**config.mk**
```make
export PLATFORM = sky130hd
export DESIGN_NAME = shell_command_tokenizer_core
export DESIGN_NICKNAME = d
export VERILOG_FILES = /design/src/hw/rtl/sct_pkg.sv /design/src/hw/rtl/sct_front.sv /design/src/hw/rtl/sct_queue.sv /design/src/hw/rtl/sct_back.sv /design/src/hw/rtl/shell_command_tokenizer_core.sv
export VERILOG_INCLUDE_DIRS = /design/src /design/src/hw/rtl
export SDC_FILE = /design/constraint.sdc
export NUM_CORES = 1
export LEC_CHECK = 0
export BUFFER_PORTS_ARGS = -buffer_cell sky130_fd_sc_hd__buf_2
export CAP_MARGIN = 20
export CELL_PAD_IN_SITES_DETAIL_PLACEMENT = 1
export CELL_PAD_IN_SITES_GLOBAL_PLACEMENT = 1
export CORE_ASPECT_RATIO = 1.75
export CORE_UTILIZATION = 51
export DETAILED_ROUTE_END_ITERATION = 10
export PLACE_DENSITY_LB_ADDON = 0.3
export SYNTH_ARGS = -nofsm -noshare
export SYNTH_HDL_FRONTEND = slang
export SYNTH_HIERARCHICAL = 1
export SYNTH_SLANG_ARGS = --single-unit
```
**constraint.sdc**
```tcl
create_clock -name clk -period 7.3 [get_ports clk]
set_input_delay 1.46 -clock clk [delete_from_list [all_inputs] [get_ports clk]]
set_output_delay 1.46 -clock clk [all_outputs]
set_load 0.005 [all_outputs]
```
**src/hw/rtl/shell_command_tokenizer_core_assert.svh**
```systemverilog
// Assertion macros for the tokenizer RTL, used by the result queue.
// With SYNTH defined the macros expand to nothing.
`ifndef SHELL_COMMAND_TOKENIZER_CORE_ASSERT_SVH
`define SHELL_COMMAND_TOKENIZER_CORE_ASSERT_SVH

`ifndef SYNTH
`define SCT_ASSERT(lbl, clk, rst_n, prop) \
	lbl: assert property (@(posedge clk) disable iff (!rst_n) prop) \
		else $error("tokenizer assertion failed");
`define SCT_ASSERT_NEVER(lbl, clk, rst_n, cond) \
	lbl: assert property (@(posedge clk) disable iff (!rst_n) !(cond)) \
		else $error("tokenizer forbidden condition");
`else
`define SCT_ASSERT(lbl, clk, rst_n, prop)
`define SCT_ASSERT_NEVER(lbl, clk, rst_n, cond)
`endif

`endif

```
**src/hw/rtl/sct_pkg.sv**
```systemverilog
package sct_pkg;

	localparam int MAX_WORD_LEN = 64;
	localparam int CNT_W        = $clog2(MAX_WORD_LEN);
	localparam int QUEUE_DEPTH  = 4;
	localparam int QPTR_W       = $clog2(QUEUE_DEPTH);
	localparam int QCNT_W       = $clog2(QUEUE_DEPTH + 1);
	localparam int MAX_RESULTS  = 3;

	localparam logic [7:0] CH_PIPE  = 8'h7C;
	localparam logic [7:0] CH_LT    = 8'h3C;
	localparam logic [7:0] CH_GT    = 8'h3E;
	localparam logic [7:0] CH_AMP   = 8'h26;
	localparam logic [7:0] CH_SQUOT = 8'h27;
	localparam logic [7:0] CH_DQUOT = 8'h22;
	localparam logic [7:0] CH_BSL   = 8'h5C;
	localparam logic [7:0] CH_NUL   = 8'h00;

	typedef enum logic [2:0] {
		MODE_PLAIN  = 3'd0,
		MODE_SQ     = 3'd1,
		MODE_DQ     = 3'd2,
		MODE_DQ_ESC = 3'd3,
		MODE_BSL    = 3'd4,
		MODE_GT     = 3'd5
	} mode_t;

	typedef enum logic [2:0] {
		KIND_CHAR = 3'd0,
		KIND_DONE = 3'd1,
		KIND_PIPE = 3'd2,
		KIND_IN   = 3'd3,
		KIND_OUT  = 3'd4,
		KIND_APP  = 3'd5,
		KIND_BG   = 3'd6,
		KIND_END  = 3'd7
	} kind_t;

	// All results caused by one input beat, in emission order.
	typedef struct packed {
		logic [1:0]  count;
		kind_t [2:0] kinds;
		logic [7:0]  char_value;
	} entry_t;

	typedef struct packed {
		logic not_empty;
		logic full;
	} q_status_t;

endpackage

```
**src/hw/rtl/sct_front.sv**
```systemverilog
module sct_front (
	input  logic              clk,
	input  logic              arst_n,
	input  logic              accept,
	input  logic [7:0]        text_byte,
	input  logic              is_end,
	output logic              push,
	output sct_pkg::entry_t   push_entry
);

	sct_pkg::mode_t              mode_q, mode_d;
	logic [sct_pkg::CNT_W-1:0]  cnt_q, cnt_d, cnt_after;

	logic        end_item, ws, do_plain;
	logic        want_char, char_add, finish, f_out, f_done, op_en, f_end;
	sct_pkg::kind_t op_kind;
	logic [4:0]  slot_en;
	sct_pkg::kind_t slot_kind [5];
	logic [1:0]  n;

	assign end_item = is_end || (text_byte == sct_pkg::CH_NUL);
	assign ws       = text_byte inside {8'h20, [8'h09:8'h0D]};
	// Plain handling covers plain mode, the unused codes, and a byte after '>'
	// that is not a second '>'.
	assign do_plain = !end_item &&
		((mode_q == sct_pkg::MODE_GT && text_byte != sct_pkg::CH_GT) ||
		 !(mode_q inside {sct_pkg::MODE_SQ, sct_pkg::MODE_DQ, sct_pkg::MODE_DQ_ESC,
			sct_pkg::MODE_BSL, sct_pkg::MODE_GT}));

	// Next mode.
	always_comb begin
		mode_d = sct_pkg::MODE_PLAIN;
		if (!end_item) begin
			case (mode_q)
				sct_pkg::MODE_SQ: begin
					mode_d = (text_byte == sct_pkg::CH_SQUOT) ? sct_pkg::MODE_PLAIN
						: sct_pkg::MODE_SQ;
				end
				sct_pkg::MODE_DQ: begin
					if (text_byte == sct_pkg::CH_DQUOT) begin
						mode_d = sct_pkg::MODE_PLAIN;
					end else if (text_byte == sct_pkg::CH_BSL) begin
						mode_d = sct_pkg::MODE_DQ_ESC;
					end else begin
						mode_d = sct_pkg::MODE_DQ;
					end
				end
				sct_pkg::MODE_DQ_ESC: mode_d = sct_pkg::MODE_DQ;
				sct_pkg::MODE_BSL:    mode_d = sct_pkg::MODE_PLAIN;
				default: begin
					if (do_plain) begin
						case (text_byte)
							sct_pkg::CH_GT:    mode_d = sct_pkg::MODE_GT;
							sct_pkg::CH_SQUOT: mode_d = sct_pkg::MODE_SQ;
							sct_pkg::CH_DQUOT: mode_d = sct_pkg::MODE_DQ;
							sct_pkg::CH_BSL:   mode_d = sct_pkg::MODE_BSL;
							default:           mode_d = sct_pkg::MODE_PLAIN;
						endcase
					end
				end
			endcase
		end
	end

	// Token decisions for this beat.
	always_comb begin
		want_char = 1'b0;
		finish    = 1'b0;
		f_out     = 1'b0;
		op_en     = 1'b0;
		op_kind   = sct_pkg::KIND_PIPE;
		f_end     = 1'b0;
		if (end_item) begin
			f_end  = 1'b1;
			finish = 1'b1;
			if (mode_q == sct_pkg::MODE_BSL || mode_q == sct_pkg::MODE_DQ_ESC) begin
				want_char = 1'b1;
			end else if (mode_q == sct_pkg::MODE_GT) begin
				f_out = 1'b1;
			end
		end else begin
			case (mode_q)
				sct_pkg::MODE_SQ:     want_char = text_byte != sct_pkg::CH_SQUOT;
				sct_pkg::MODE_DQ:     want_char = text_byte != sct_pkg::CH_DQUOT &&
					text_byte != sct_pkg::CH_BSL;
				sct_pkg::MODE_DQ_ESC: want_char = 1'b1;
				sct_pkg::MODE_BSL:    want_char = !ws;
				sct_pkg::MODE_GT: begin
					if (text_byte == sct_pkg::CH_GT) begin
						op_en   = 1'b1;
						op_kind = sct_pkg::KIND_APP;
					end else begin
						f_out = 1'b1;
					end
				end
				default: ;
			endcase
			if (do_plain) begin
				if (ws) begin
					finish = 1'b1;
				end else begin
					case (text_byte)
						sct_pkg::CH_PIPE: begin
							finish  = 1'b1;
							op_en   = 1'b1;
							op_kind = sct_pkg::KIND_PIPE;
						end
						sct_pkg::CH_LT: begin
							finish  = 1'b1;
							op_en   = 1'b1;
							op_kind = sct_pkg::KIND_IN;
						end
						sct_pkg::CH_AMP: begin
							finish  = 1'b1;
							op_en   = 1'b1;
							op_kind = sct_pkg::KIND_BG;
						end
						sct_pkg::CH_GT:    finish = 1'b1;
						sct_pkg::CH_SQUOT,
						sct_pkg::CH_DQUOT,
						sct_pkg::CH_BSL:   ;
						default:           want_char = 1'b1;
					endcase
				end
			end
		end
	end

	// Characters past the word limit are dropped and the count holds.
	assign char_add  = want_char && (cnt_q < sct_pkg::CNT_W'(sct_pkg::MAX_WORD_LEN - 1));
	assign cnt_after = cnt_q + sct_pkg::CNT_W'(char_add);
	assign f_done    = finish && (cnt_after != '0);
	assign cnt_d     = finish ? '0 : cnt_after;

	// Results always appear in this fixed order; at most three are present.
	always_comb begin
		slot_en      = {f_end, op_en, f_done, char_add, f_out};
		slot_kind[0] = sct_pkg::KIND_OUT;
		slot_kind[1] = sct_pkg::KIND_CHAR;
		slot_kind[2] = sct_pkg::KIND_DONE;
		slot_kind[3] = op_kind;
		slot_kind[4] = sct_pkg::KIND_END;
		n = 2'd0;
		push_entry.kinds = {3{sct_pkg::KIND_END}};
		for (int i = 0; i < 5; i++) begin
			if (slot_en[i] && n != 2'(sct_pkg::MAX_RESULTS)) begin
				push_entry.kinds[n] = slot_kind[i];
				n = n + 2'd1;
			end
		end
		push_entry.count      = n;
		push_entry.char_value = end_item ? sct_pkg::CH_BSL : text_byte;
	end

	assign push = accept && (push_entry.count != 2'd0);

	always_ff @(posedge clk or negedge arst_n) begin
		if (!arst_n) begin
			mode_q <= sct_pkg::MODE_PLAIN;
			cnt_q  <= '0;
		end else if (accept) begin
			mode_q <= mode_d;
			cnt_q  <= cnt_d;
		end
	end

endmodule

```
**src/hw/rtl/sct_queue.sv**
```systemverilog
`include "shell_command_tokenizer_core_assert.svh"

module sct_queue (
	input  logic                clk,
	input  logic                arst_n,
	input  logic                push,
	input  sct_pkg::entry_t     push_entry,
	input  logic                pop,
	output sct_pkg::entry_t     head,
	output sct_pkg::q_status_t  status
);

	sct_pkg::entry_t             slots_q [sct_pkg::QUEUE_DEPTH];
	logic [sct_pkg::QPTR_W-1:0] wr_ptr_q, rd_ptr_q;
	logic [sct_pkg::QCNT_W-1:0] count_q;

	assign head             = slots_q[rd_ptr_q];
	assign status.not_empty = count_q != '0;
	assign status.full      = count_q == sct_pkg::QCNT_W'(sct_pkg::QUEUE_DEPTH);

	always_ff @(posedge clk) begin
		if (push) begin
			slots_q[wr_ptr_q] <= push_entry;
		end
	end

	always_ff @(posedge clk or negedge arst_n) begin
		if (!arst_n) begin
			wr_ptr_q <= '0;
			rd_ptr_q <= '0;
			count_q  <= '0;
		end else begin
			if (push) begin
				wr_ptr_q <= (wr_ptr_q == sct_pkg::QPTR_W'(sct_pkg::QUEUE_DEPTH - 1)) ? '0
					: wr_ptr_q + sct_pkg::QPTR_W'(1);
			end
			if (pop) begin
				rd_ptr_q <= (rd_ptr_q == sct_pkg::QPTR_W'(sct_pkg::QUEUE_DEPTH - 1)) ? '0
					: rd_ptr_q + sct_pkg::QPTR_W'(1);
			end
			if (push && !pop) begin
				count_q <= count_q + sct_pkg::QCNT_W'(1);
			end else if (pop && !push) begin
				count_q <= count_q - sct_pkg::QCNT_W'(1);
			end
		end
	end

	`SCT_ASSERT(a_count_inc, clk, arst_n, push && !pop |=> count_q == $past(count_q) + sct_pkg::QCNT_W'(1))
	`SCT_ASSERT(a_count_dec, clk, arst_n, pop && !push |=> count_q == $past(count_q) - sct_pkg::QCNT_W'(1))
	`SCT_ASSERT_NEVER(a_pop_empty, clk, arst_n, pop && count_q == '0)
	`SCT_ASSERT_NEVER(a_push_full, clk, arst_n, push && !pop && status.full)

endmodule

```
**src/hw/rtl/sct_back.sv**
```systemverilog
module sct_back (
	input  logic                clk,
	input  logic                arst_n,
	input  sct_pkg::entry_t     head,
	input  sct_pkg::q_status_t  status,
	output logic                pop,
	output logic                m_tvalid,
	input  logic                m_tready,
	output logic [7:0]          m_tdata,
	output logic [2:0]          m_tuser,
	output logic                m_tlast
);

	logic [1:0]     idx_q;
	logic           m_tvalid_q, m_tlast_q;
	logic [7:0]     m_tdata_q;
	sct_pkg::kind_t m_tuser_q, cur_kind;
	logic           load, at_last;

	assign cur_kind = head.kinds[idx_q];
	assign at_last  = idx_q == 2'(head.count - 2'd1);
	assign load     = status.not_empty && (!m_tvalid_q || m_tready);
	assign pop      = load && at_last;

	always_ff @(posedge clk) begin
		if (load) begin
			m_tuser_q <= cur_kind;
			m_tdata_q <= (cur_kind == sct_pkg::KIND_CHAR) ? head.char_value : 8'h00;
			m_tlast_q <= at_last;
		end
	end

	always_ff @(posedge clk or negedge arst_n) begin
		if (!arst_n) begin
			m_tvalid_q <= 1'b0;
			idx_q      <= 2'd0;
		end else begin
			if (load) begin
				m_tvalid_q <= 1'b1;
				idx_q      <= at_last ? 2'd0 : idx_q + 2'd1;
			end else if (m_tready) begin
				m_tvalid_q <= 1'b0;
			end
		end
	end

	assign m_tvalid = m_tvalid_q;
	assign m_tdata  = m_tdata_q;
	assign m_tuser  = m_tuser_q;
	assign m_tlast  = m_tlast_q;

endmodule

```
**src/hw/rtl/shell_command_tokenizer_core.sv**
```systemverilog
// Shell command-line tokenizer. Bytes enter on the s_ stream, one beat per
// cycle whenever the four-entry result queue has room; a beat with s_tuser set,
// or a zero byte, ends the line. The front end updates the quoting mode and the
// word length in the cycle a beat is taken and queues the zero to three tokens
// it causes. The back end sends one token per cycle while m_tready is high, from
// a registered output; a beat's tokens leave in turn, each through the queue and
// then the output register. The output serializer sets the sustained rate: one
// token per cycle, which is one beat per cycle for beats that cause at most one
// token. Beats that cause no token never touch the queue.
module shell_command_tokenizer_core (
	input  logic       clk,
	input  logic       arst_n,
	input  logic       s_tvalid,
	output logic       s_tready,
	input  logic [7:0] s_tdata,  // [7:0] text_byte
	input  logic       s_tuser,  // [0] is_end
	output logic       m_tvalid,
	input  logic       m_tready,
	output logic [7:0] m_tdata,  // [7:0] char_value
	output logic [2:0] m_tuser,  // [2:0] token_kind
	output logic       m_tlast   // last_of_run
);

	logic               push, pop;
	sct_pkg::entry_t    push_entry, head;
	sct_pkg::q_status_t status;

	assign s_tready = !status.full;

	sct_front u_front (
		.clk        (clk),
		.arst_n     (arst_n),
		.accept     (s_tvalid && s_tready),
		.text_byte  (s_tdata),
		.is_end     (s_tuser),
		.push       (push),
		.push_entry (push_entry)
	);

	sct_queue u_queue (
		.clk        (clk),
		.arst_n     (arst_n),
		.push       (push),
		.push_entry (push_entry),
		.pop        (pop),
		.head       (head),
		.status     (status)
	);

	sct_back u_back (
		.clk      (clk),
		.arst_n   (arst_n),
		.head     (head),
		.status   (status),
		.pop      (pop),
		.m_tvalid (m_tvalid),
		.m_tready (m_tready),
		.m_tdata  (m_tdata),
		.m_tuser  (m_tuser),
		.m_tlast  (m_tlast)
	);

endmodule

```
==> results of run 1 <==
synthesized netlist by cell type (all sizes together), types with 3 or more instances:
library cell and instances:
o31a 3, xnor2 4, nor4b 8, o21a 3, clkbuf 8, edfxtp 88, inv 23, nor3 9
nor2 17, nand2 28, o31ai 5, buf 11, nand3 11, a21o 5, a21oi 10, dfrtp 19
mux4 19, nand4b 3, nor2b 6, mux2i 5, nand3b 5, nor4 5, and3 4, or3 3
ha 20, nand2b 9, a211oi 4, o21ai 22, xor2 4, nand4 4, and2 7
registers in the layout, summed over array words and instances (netlist names), 2 cells and up:
register and cells:
u_queue/count_q 3, u_queue/rd_ptr_q 2, u_front/mode_q 3, u_queue/wr_ptr_q 2, u_back/m_tuser 3, u_back/idx_q 2, u_front/cnt_q 6, u_back/m_tdata 8
u_queue/slots_q 76
layer usage:
metal  GRT usage  vias up  share of wire
met5           0        -              0
met3      0.0400       21          0.021
li1            -     1647              -
met1       0.272     1842           0.38
met2       0.463       63           0.58
met4      0.0874        0          0.021
worst min path at each step:
stage,start,to,slack [ns],cells past startpoint
floorplan,u_queue/count_q[2],u_queue/count_q[2],0.45,1
CTS,u_queue/count_q[2],u_queue/count_q[2],0.54,1
detailed placement,u_queue/count_q[2],u_queue/count_q[2],0.49,1
finish,u_queue/count_q[2],u_queue/count_q[2],0.52,1
global placement,u_queue/count_q[2],u_queue/count_q[2],0.46,1
global route,u_queue/count_q[2],u_queue/count_q[2],0.55,1
worst register-to-register path, stage by stage, from the launching register on:
cell and delay (ns):
dfrtp_1 0.57, inv_1 0.22, a211oi_4 0.29, o21a_1 0.23, a41o_1 0.20, a211oi_2 0.08, nor3_2 0.19, ha_2 0.25
ha_1 0.25, a311o_1 0.33, a2111o_1 0.43, o21ai_4 0.14, mux2i_4 0.28, inv_1 0.08, ha_1 0.19, inv_1 0.07
o211a_4 0.19, nand2_1 0.09, o31a_1 0.15, ha_1 0.30, o31a_1 0.31, o211a_1 0.24, ha_1 0.23, inv_1 0.07
fa_1 0.40, mux2_2 0.28
report_power, final:
part / internal (uW) / switching, uW / total [uW]
registers: 823 / 91.3 / 915
clock network: 275 / 232 / 507
logic: 306 / 375 / 681
metrics by stage:
| stage | instance area (sq um) | hold slack [ns] | TNS [ns] | total power (uW) | util |
|---|---|---|---|---|---|
| final | 6180 | 0.517 | 0 | 2100 | 0.597 |
| after global routing | 6180 | 0.552 | -0.0104 | 2220 | 0.597 |
| after CTS | 6140 | 0.536 | 0 | 2120 | 0.592 |
| after detailed placement | 5820 | 0.488 | -0.256 | 1600 | 0.562 |
| after global placement | 5820 | 0.464 | 0 | 1550 | 0.562 |
| after floorplan | 5520 | 0.449 | 0 | 1400 | - |
logic make-up after synthesis:
| group | share of synthesized area |
|---|---|
| DFF | 0.568 |
| xor gates and xnor gates | 0.0141 |
| adders and majority gates | 0.0492 |
| buffers and inverters | 0.0367 |
| and+or+nand+nor | 0.142 |
| muxes | 0.0941 |
| AOI/OAI and AO/OA | 0.0962 |
area by class of cell:
type / instances / area (sq um) / share of cell area
flip-flops and latches: 107 / 3120 / 0.504
repair buffers: 46 / 280 / 0.0453
well taps: 127 / 159 / 0.0257
clock buffers: 9 / 225 / 0.0364
clock inverters: 7 / 87.6 / 0.0142
multi-input cells: 259 / 2230 / 0.360
inverters: 23 / 86.3 / 0.0140
timing repair:
action	in CTS	in global routing
gates resized for setup	0	8
setup buffers	0	1
setup endpoints to repair	0	2
==> metrics, run 1 <==
R2R setup slack=approximately 1.1 ns; core area=around 10,000 sq um; final hold vios=0; synthesized area per cell=13.5 sq um; # port buffers=26; initial antenna violation count=0; Slew HR=0.390; sequential share of the synthesized area=0.568; synthesized area=roughly 5500 sq um; final wirelength=12,800 um; Die X=~80 um; Final Cycle Share=0.958; r2r worst-path depth=25; first-pass GRT wire length=20,500 um; type of the worst min-delay path=flip-flop to flip-flop; Syn-to-layout area delta=12.7%; Finished Layout Cells=between 500 and 600; Rows=49; Post-synth EDFFs=between 80 and 90; Total Routing Usage GR=0.247; I/O pin total=27; fin crit period=~7 ns; Final WS setup=roughly 0.31 ns; ys async rst share=0.178; crit path buf inv count=4; nets=480; WL per Instance=roughly 22 um; largest area contributor in the netlist=edfxtp_1; Data arrival, critical path=slightly above 7 ns; DIE AREA=~11,000 sq um; Vias=~3,600; achievable frequency=~140 MHz; ys flop type=edfxtp_1; actual slew at the worst max-slew pin=between 0.9 and 1 ns; Mapped Nets=between 400 and 500; Yosys reg bits=107; CP Class=input pin to flip-flop; most used cell, CP=ha_1; CTS root buf=clkbuf_16; maximum VDD drop=247 uV; GPL Wtd Cong=between 0.8 and 0.9; initial DRC count=150; CP endpoint kind=flip-flop; Fillers=between 1,000 and 1,500; CTS tree=done; post-synth top area share=0.481; commonest non-fill, non-tap cells in the layout=88 x edfxtp_1, 28 x nand2_1, 26 x buf_2; Num CTS Buffers=9; Critical R2R Capture=u_queue/count_q[1]; Worst Setup SP=s_tdata[5]; post-detailed-route via-to-cell ratio=6.18; vias in the first global route=between 3,000 and 4,000; status=finished, final reports clean; total grt overflow=0; Initial Util=0.530; final slew viol count=0; critical path's slowest cell=or3b_2; Final Setup Violations=0; worst r2r src=u_front/mode_q[0]; Levels on crit path=26; share of layout cells above drive strength 1=0.242; Post-CTS Hold Buffers=0; drt first pass iters=4; top cells by area, synth=edfxtp_1 48%, dfrtp_1 8.7%, mux4_2 7.4%; Final Skew=0.00940 ns; detailed placer's ending HPWL=roughly 9000 um; die height=approximately 140 um; max-cap violation count=0; CTS H-Tree Depth=3; clock-pin slew on the worst setup and hold paths=0.08 ns; Setup crit end=u_queue/count_q[1]; CTS Buffer Depth=2; # DRC=0; worst-path fanout max=11; Post-Syn Instances=between 400 and 500; P per Cell Area=roughly 340 nW/um^2; Placed Cells=between 500 and 600; Lkg Pwr=roughly 0.0022 uW; element type at the critical path start=input pin; antenna-violating nets left=0; Worst path top cell family by delay=compound AO/OA/AOI/OAI gates; synth warn=6; Place WS=-0.165 ns; largest net degree at the start of global routing=23; clock sink total=107; Crit path largest cell delay=roughly 0.5 ns; Ant. Diodes=0; data required time at the worst endpoint=between 7 and 8 ns; commonest non-fill, non-tap cell in the layout=edfxtp_1; Distinct cells, synth=between 70 and 80; Clk Latency, worst-skew pair=0.35 ns
(Power assumes the default switching activity.)
==> run 2, diff against run 1 <==
==> constraint.sdc (replaced) <==
create_clock -name clk -period 6.6 [get_ports clk]
set_input_delay 1.32 -clock clk [delete_from_list [all_inputs] [get_ports clk]]
set_output_delay 1.32 -clock clk [all_outputs]
set_load 0.005 [all_outputs]
==> run 2 against run 1 <==
Clock-buffer cell count did not move. Setup slack worse by 0.23 ns. Power up 16%. Clock skew is 0.0033 ns lower. Register-to-register slack got worse by 0.23 ns. Cell count rose by 8.1%. Sequential power rose by 11%. Largest cell class unchanged. Combinational power rose by 27%. Die area unchanged. Global-route usage grew 3.6 points. Critical path depth down 1. Flip-flop and latch count unchanged.
==> metrics, run 2 (synthesized netlist as in run 1, its figures left out) <==
Final Skew=0.00610 ns (was 0.00940 ns); initial antenna violation count=0 (unchanged); internal power=1620 uW (was 1400 uW); data required time at the worst endpoint=6.84 ns (was 7.53 ns); CP endpoint kind=flip-flop (unchanged); WL per Instance=23.5 um (was 22.1 um); status=finished, final reports clean (unchanged); setup_tns=0 ns (unchanged); antenna-violating nets left=0 (unchanged); sequential share of power=0.418 (was 0.435); CP Class=input pin to flip-flop (unchanged); Finished Layout Cells=625 (was 578); Comb pwr share=0.355 (was 0.324); switching share of power=0.336 (was 0.332); final slew viol count=0 (unchanged); detailed placer's ending HPWL=10,500 um (was 9270 um); Crit path largest cell delay=0.57 ns (was 0.49 ns); Num CTS Buffers=9 (unchanged); max-cap violation count=0 (unchanged); post-detailed-route via-to-cell ratio=6.15 (was 6.18); final wirelength=14,700 um (was 12,800 um); CTS tree=done (unchanged); Post-CTS Hold Buffers=0 (unchanged); element type at the critical path start=input pin (unchanged); max reg flops=76 (unchanged); final hold vios=0 (unchanged); Fillers=980 (was 1,036); largest net degree at the start of global routing=23 (unchanged); Vias=3,846 (was 3,573); CTS root buf=clkbuf_16 (unchanged); worst-path fanout max=5 (was 11); share of layout cells above drive strength 1=0.349 (was 0.242); GPL Wtd Cong=0.849 (was 0.887); initial DRC count=199 (was 150); commonest non-fill, non-tap cells in the layout=88 x edfxtp_1, 60 x buf_4, 27 x nand2_1 (was 88 x edfxtp_1, 28 x nand2_1, 26 x buf_2); die height=139 um (unchanged); Ant. Diodes=0 (unchanged); Rows=49 (unchanged); Total Routing Usage GR=0.283 (was 0.247); first-pass GRT wire length=22,500 um (was 20,500 um); # DRC=0 (unchanged); busiest layer in global routing=met2 (unchanged); final core area utilization=0.646 (was 0.597); actual slew at the worst max-slew pin=0.870 ns (was 0.915 ns); achievable frequency=around 150 MHz; drt first pass iters=4 (unchanged); commonest non-fill, non-tap cell in the layout=edfxtp_1 (unchanged); met3 Use GR=0.0361 (was 0.0400); CTS H-Tree Depth=3 (unchanged); NetSw=817 uW (was 698 uW); Initial Util=0.530 (unchanged); total grt overflow=0 (unchanged); Clk Latency, worst-skew pair=0.35 ns (about the same); nets=527 (was 480); I/O pin total=27 (unchanged); Syn-to-layout area delta=21.9% (was 12.7%); CTS Buffer Depth=2 (unchanged); Lkg Pwr=0.00243 uW (was 0.00219 uW); maximum VDD drop=294 uV (was 247 uV); clock-pin slew on the worst setup and hold paths=0.07 ns (was 0.08 ns); vias in the first global route=4,147 (was 3,815); # port buffers=26 (unchanged); GR Layer Usage met1=0.287 (was 0.272); met2 Use GR=0.548 (was 0.463); clock sink total=107 (unchanged); Final Cycle Share=0.988; Die X=80.4 um (unchanged); Clock power frac=0.227 (was 0.241); Final Setup Violations=0 (unchanged); Placed Cells=600 (was 560); P per Cell Area=363 nW/um^2 (was 340 nW/um^2); DIE AREA=11,200 sq um (unchanged); Most flops, register=u_queue/slots_q (unchanged); core area=10,400 sq um (unchanged); Slew HR=0.420 (was 0.390); type of the worst min-delay path=flip-flop to flip-flop (unchanged); Data arrival, critical path=6.76 ns (was 7.23 ns); fin crit period=6.52 ns; critical path's slowest cell=or4b_4 (was or3b_2)
run 2: cell count changes in the layout (fill, tap and decap cells not counted), sizes merged:
cell	previous run	this run
buf	46	93
clkinvlp	0	2
inv	28	26
run 2: worst paths after layout:
kind / cells past startpoint / to / slack (ns) / from
max in group asynchronous: 1 / u_queue/rd_ptr_q[1] / 5.29 / arst_n
min in group asynchronous: 1 / u_front/cnt_q[5] / 0.95 / arst_n
max reg2reg: 25 / u_queue/count_q[1] / 0.87 / u_front/mode_q[2]
max: 25 / u_queue/count_q[1] / 0.08 / s_tdata[1]
min: 1 / u_queue/count_q[2] / 0.52 / u_queue/count_q[2]
min reg2reg: 1 / u_queue/count_q[2] / 0.52 / u_queue/count_q[2]
run 2: layout make-up:
cell class,instances,area (sq um),share of cell area
sequential,107,3120,0.466
multi-input combinational,259,2320,0.346
timing repair buffer,93,703,0.105
clock buffer,9,225,0.0337
tap,127,159,0.0237
inverter,23,86.3,0.0129
clock inverter,7,82.6,0.0123
run 2: what timing repair did:
item                       in CTS  in global routing
setup endpoints to repair       0                  2
gates resized for setup         0                 13
buffers inserted                0                  9
run 2: per-stage QoR:
stage	setup slack, ns	hold WS (ns)	power, uW	area [sq um]
floorplan	-0.156	0.449	1560	5600
global placement	-0.0560	0.463	1780	6260
detailed placement	-0.292	0.502	1860	6260
CTS	0.0283	0.512	2430	6560
global route	-0.0604	0.555	2550	6690
finish	0.0770	0.519	2430	6690
run 2: worst max-delay path, delay by kind of cell:
family | cells | cell delay, ns
and+or+nand+nor | 5 | 1.13
AOI/OAI and AO/OA | 8 | 1.92
muxes | 2 | 0.57
adders and majority gates | 6 | 1.52
buffers and inverters | 4 | 0.30
run 2: layer usage:
layer  up-vias  part of all wire
met5         -                 0
met4         0             0.028
met3        30             0.025
met2        93              0.59
met1      1978              0.35
li1       1745                 -
run 2: power by group through the flow:
stage / Clock [uW] / Combinational [uW] / Sequential [uW]
4_1_cts: 561 / 847 / 1020
2_1_floorplan: 0 / 588 / 975
5_1_grt: 586 / 931 / 1030
3_5_place_dp: 0 / 834 / 1030
3_3_place_gp: 0 / 769 / 1010
6_report: 552 / 864 / 1020
==> run 3, diff against run 2 <==
--- a/config.mk
+++ b/config.mk
@@ -11,6 +11,7 @@
 export CELL_PAD_IN_SITES_DETAIL_PLACEMENT = 1
 export CELL_PAD_IN_SITES_GLOBAL_PLACEMENT = 1
 export CORE_ASPECT_RATIO = 1.75
+export CORE_MARGIN = 5
 export CORE_UTILIZATION = 51
 export DETAILED_ROUTE_END_ITERATION = 10
 export PLACE_DENSITY_LB_ADDON = 0.3
==> constraint.sdc (replaced) <==
create_clock -name clk -period 7.05 [get_ports clk]
set_input_delay 1.41 -clock clk [delete_from_list [all_inputs] [get_ports clk]]
set_output_delay 1.41 -clock clk [all_outputs]
set_load 0.005 [all_outputs]
==> run 3 against run 2 <==
Sequential power down 8%. Global-route usage shrank 7.0 points. Utilization fell by 5.3 points. Register-to-register slack improved by 0.23 ns. Power shrank 10%. Cell area down 5.9%. Setup slack gained 0.22 ns. Cell count decreased by 5.8%. Non-clock buffer count fell by 39. Via count fell by 6.0%.
==> metrics, run 3 (synthesized netlist as in run 1, its figures left out) <==
status=finished, final reports clean (unchanged); share of layout cells above drive strength 1=0.268 (was 0.349); Initial Util=0.516 (was 0.530); Ant. Diodes=0 (unchanged); final hold vios=0 (unchanged); Num CTS Buffers=9 (unchanged); detailed placer's ending HPWL=9320 um (was 10,500 um); commonest non-fill, non-tap cell in the layout=edfxtp_1 (unchanged); Clk Latency, worst-skew pair=0.34 ns (was 0.35 ns); worst-path fanout max=9 (was 5); Max Used Layer=met4 (unchanged); Fillers=1,042 (was 980); Die X=88.4 um (was 80.4 um); Syn-to-layout area delta=14.8% (was 21.9%); DIE AREA=13,000 sq um (was 11,200 sq um); Most flops, register=u_queue/slots_q (unchanged); actual slew at the worst max-slew pin=0.984 ns (was 0.870 ns); GPL Wtd Cong=0.877 (was 0.849); vias in the first global route=3,973 (was 4,147); CTS Buffer Depth=2 (unchanged); clock-pin slew on the worst setup and hold paths=0.07 ns (about the same); CTS H-Tree Depth=3 (unchanged); data required time at the worst endpoint=7.32 ns (was 6.84 ns); Slew HR=0.342 (was 0.420); Lkg Pwr=0.00224 uW (was 0.00243 uW); final wirelength=13,100 um (was 14,700 um); commonest non-fill, non-tap cells in the layout=88 x edfxtp_1, 29 x buf_4, 28 x nand2_1 (was 88 x edfxtp_1, 60 x buf_4, 27 x nand2_1); Worst Hold Depth=1 (unchanged); Vias=3,615 (was 3,846); Data arrival, critical path=7.02 ns (was 6.76 ns); maximum VDD drop=282 uV (was 294 uV); final slew viol count=0 (unchanged); Final Skew=0.00748 ns (was 0.00610 ns); Post-CTS Hold Buffers=0 (unchanged); R2R setup slack=1.10 ns (was 0.87 ns); routed length on met3=320 um (was 361 um); Worst Setup SP=s_tdata[6] (was s_tdata[1]); die height=147 um (was 139 um); CTS root buf=clkbuf_16 (unchanged); type of the worst min-delay path=flip-flop to flip-flop (unchanged); initial DRC count=159 (was 199); I/O pin total=27 (unchanged); r2r worst-path depth=29 (was 25); Final Cycle Share=0.958; final core area utilization=0.592 (was 0.646); wire length on met2=7570 um (was 8690 um); achievable frequency=around 150 MHz; # DRC=0 (unchanged); initial antenna violation count=0 (unchanged); first-pass GRT wire length=21,200 um (was 22,500 um); largest net degree at the start of global routing=23 (unchanged); Critical R2R Capture=u_queue/count_q[2] (was u_queue/count_q[1]); core area=10,600 sq um (was 10,400 sq um); Crit path largest cell delay=0.38 ns (was 0.57 ns); antenna-violating nets left=0 (unchanged); setup_tns=0 ns (unchanged); worst r2r src=u_front/mode_q[2] (unchanged); CTS tree=done (unchanged); max reg flops=76 (unchanged); # port buffers=26 (unchanged); clock sink total=107 (unchanged); Rows=50 (was 49); max-cap violation count=0 (unchanged); WL per Instance=22.2 um (was 23.5 um); M1 WL=4910 um (was 5200 um); element type at the critical path start=input pin (unchanged); drt first pass iters=4 (unchanged); Final Setup Violations=0 (unchanged); worst min-delay path startpoint=u_queue/count_q[2] (unchanged); critical path's slowest cell=fa_1 (was or4b_4); total grt overflow=0 (unchanged); CP Class=input pin to flip-flop (unchanged); post-detailed-route via-to-cell ratio=6.14 (was 6.15); Worst Hold Path EP=u_queue/count_q[2] (unchanged); P per Cell Area=346 nW/um^2 (was 363 nW/um^2); nets=488 (was 527); Total Routing Usage GR=0.213 (was 0.283); fin crit period=about 6.8 ns; CP endpoint kind=flip-flop (unchanged)
==> run 3: per-stage QoR <==
step                hold slack, ns  instance area [sq um]  instances  setup WS (ns)  total power (uW)
detailed placement           0.481                   5890        567         -0.192              1660
CTS                          0.495                   6200        583         0.0810              2190
floorplan                    0.449                   5550        408         0.0670              1450
global placement             0.464                   5890        567         0.0629              1610
finish                       0.490                   6300        589          0.297              2180
global route                 0.505                   6300        589        -0.0296              2300
==> run 3: layout make-up <==
type	instances	area, sq um	share of cell area
flip-flops and latches	107	3120	0.495
multi-input cells	259	2280	0.362
repair buffers	54	345	0.0548
clock buffers	9	225	0.0357
well taps	130	163	0.0258
inverters	23	86.3	0.0137
clock inverters	7	83.8	0.0133
==> run 3: how the worst max path moves through the flow <==
stage                     slack, ns                 end  depth (start not counted)
final                          0.30  u_queue/count_q[2]                         30
after global routing          -0.03  u_queue/count_q[2]                         31
after CTS                      0.08  u_queue/count_q[2]                         29
after detailed placement      -0.19  u_queue/count_q[1]                         25
after global placement         0.06  u_queue/count_q[1]                         25
after floorplan                0.07  u_queue/count_q[1]                         26
==> run 3: layer usage <==
| metal | track usage | vias up |
|---|---|---|
| met4 | 0.0802 | 0 |
| met1 | 0.244 | 1855 |
| li1 | - | 1664 |
| met5 | 0 | - |
| met3 | 0.0236 | 17 |
| met2 | 0.394 | 79 |
==> run 3: repair_timing <==
action | in CTS | in global routing
endpoints found under the setup margin | 0 | 78
resized for setup | 0 | 13
buffers inserted | 0 | 6
==> run 3: where the power goes <==
group | switching [uW] | internal [uW] | total, uW
sequential | 90.2 | 853 | 943
combinational | 390 | 326 | 716
clock | 236 | 283 | 519
total | 717 | 1460 | 2180
==> run 3: worst max-delay path, delay by kind of cell <==
kind	cells	cell delay, ns
AOI/OAI and AO/OA	10	2.02
xor gates and xnor gates	2	0.31
adders and majority gates	6	1.49
buffers and inverters	3	0.31
and+or+nand+nor	9	1.45
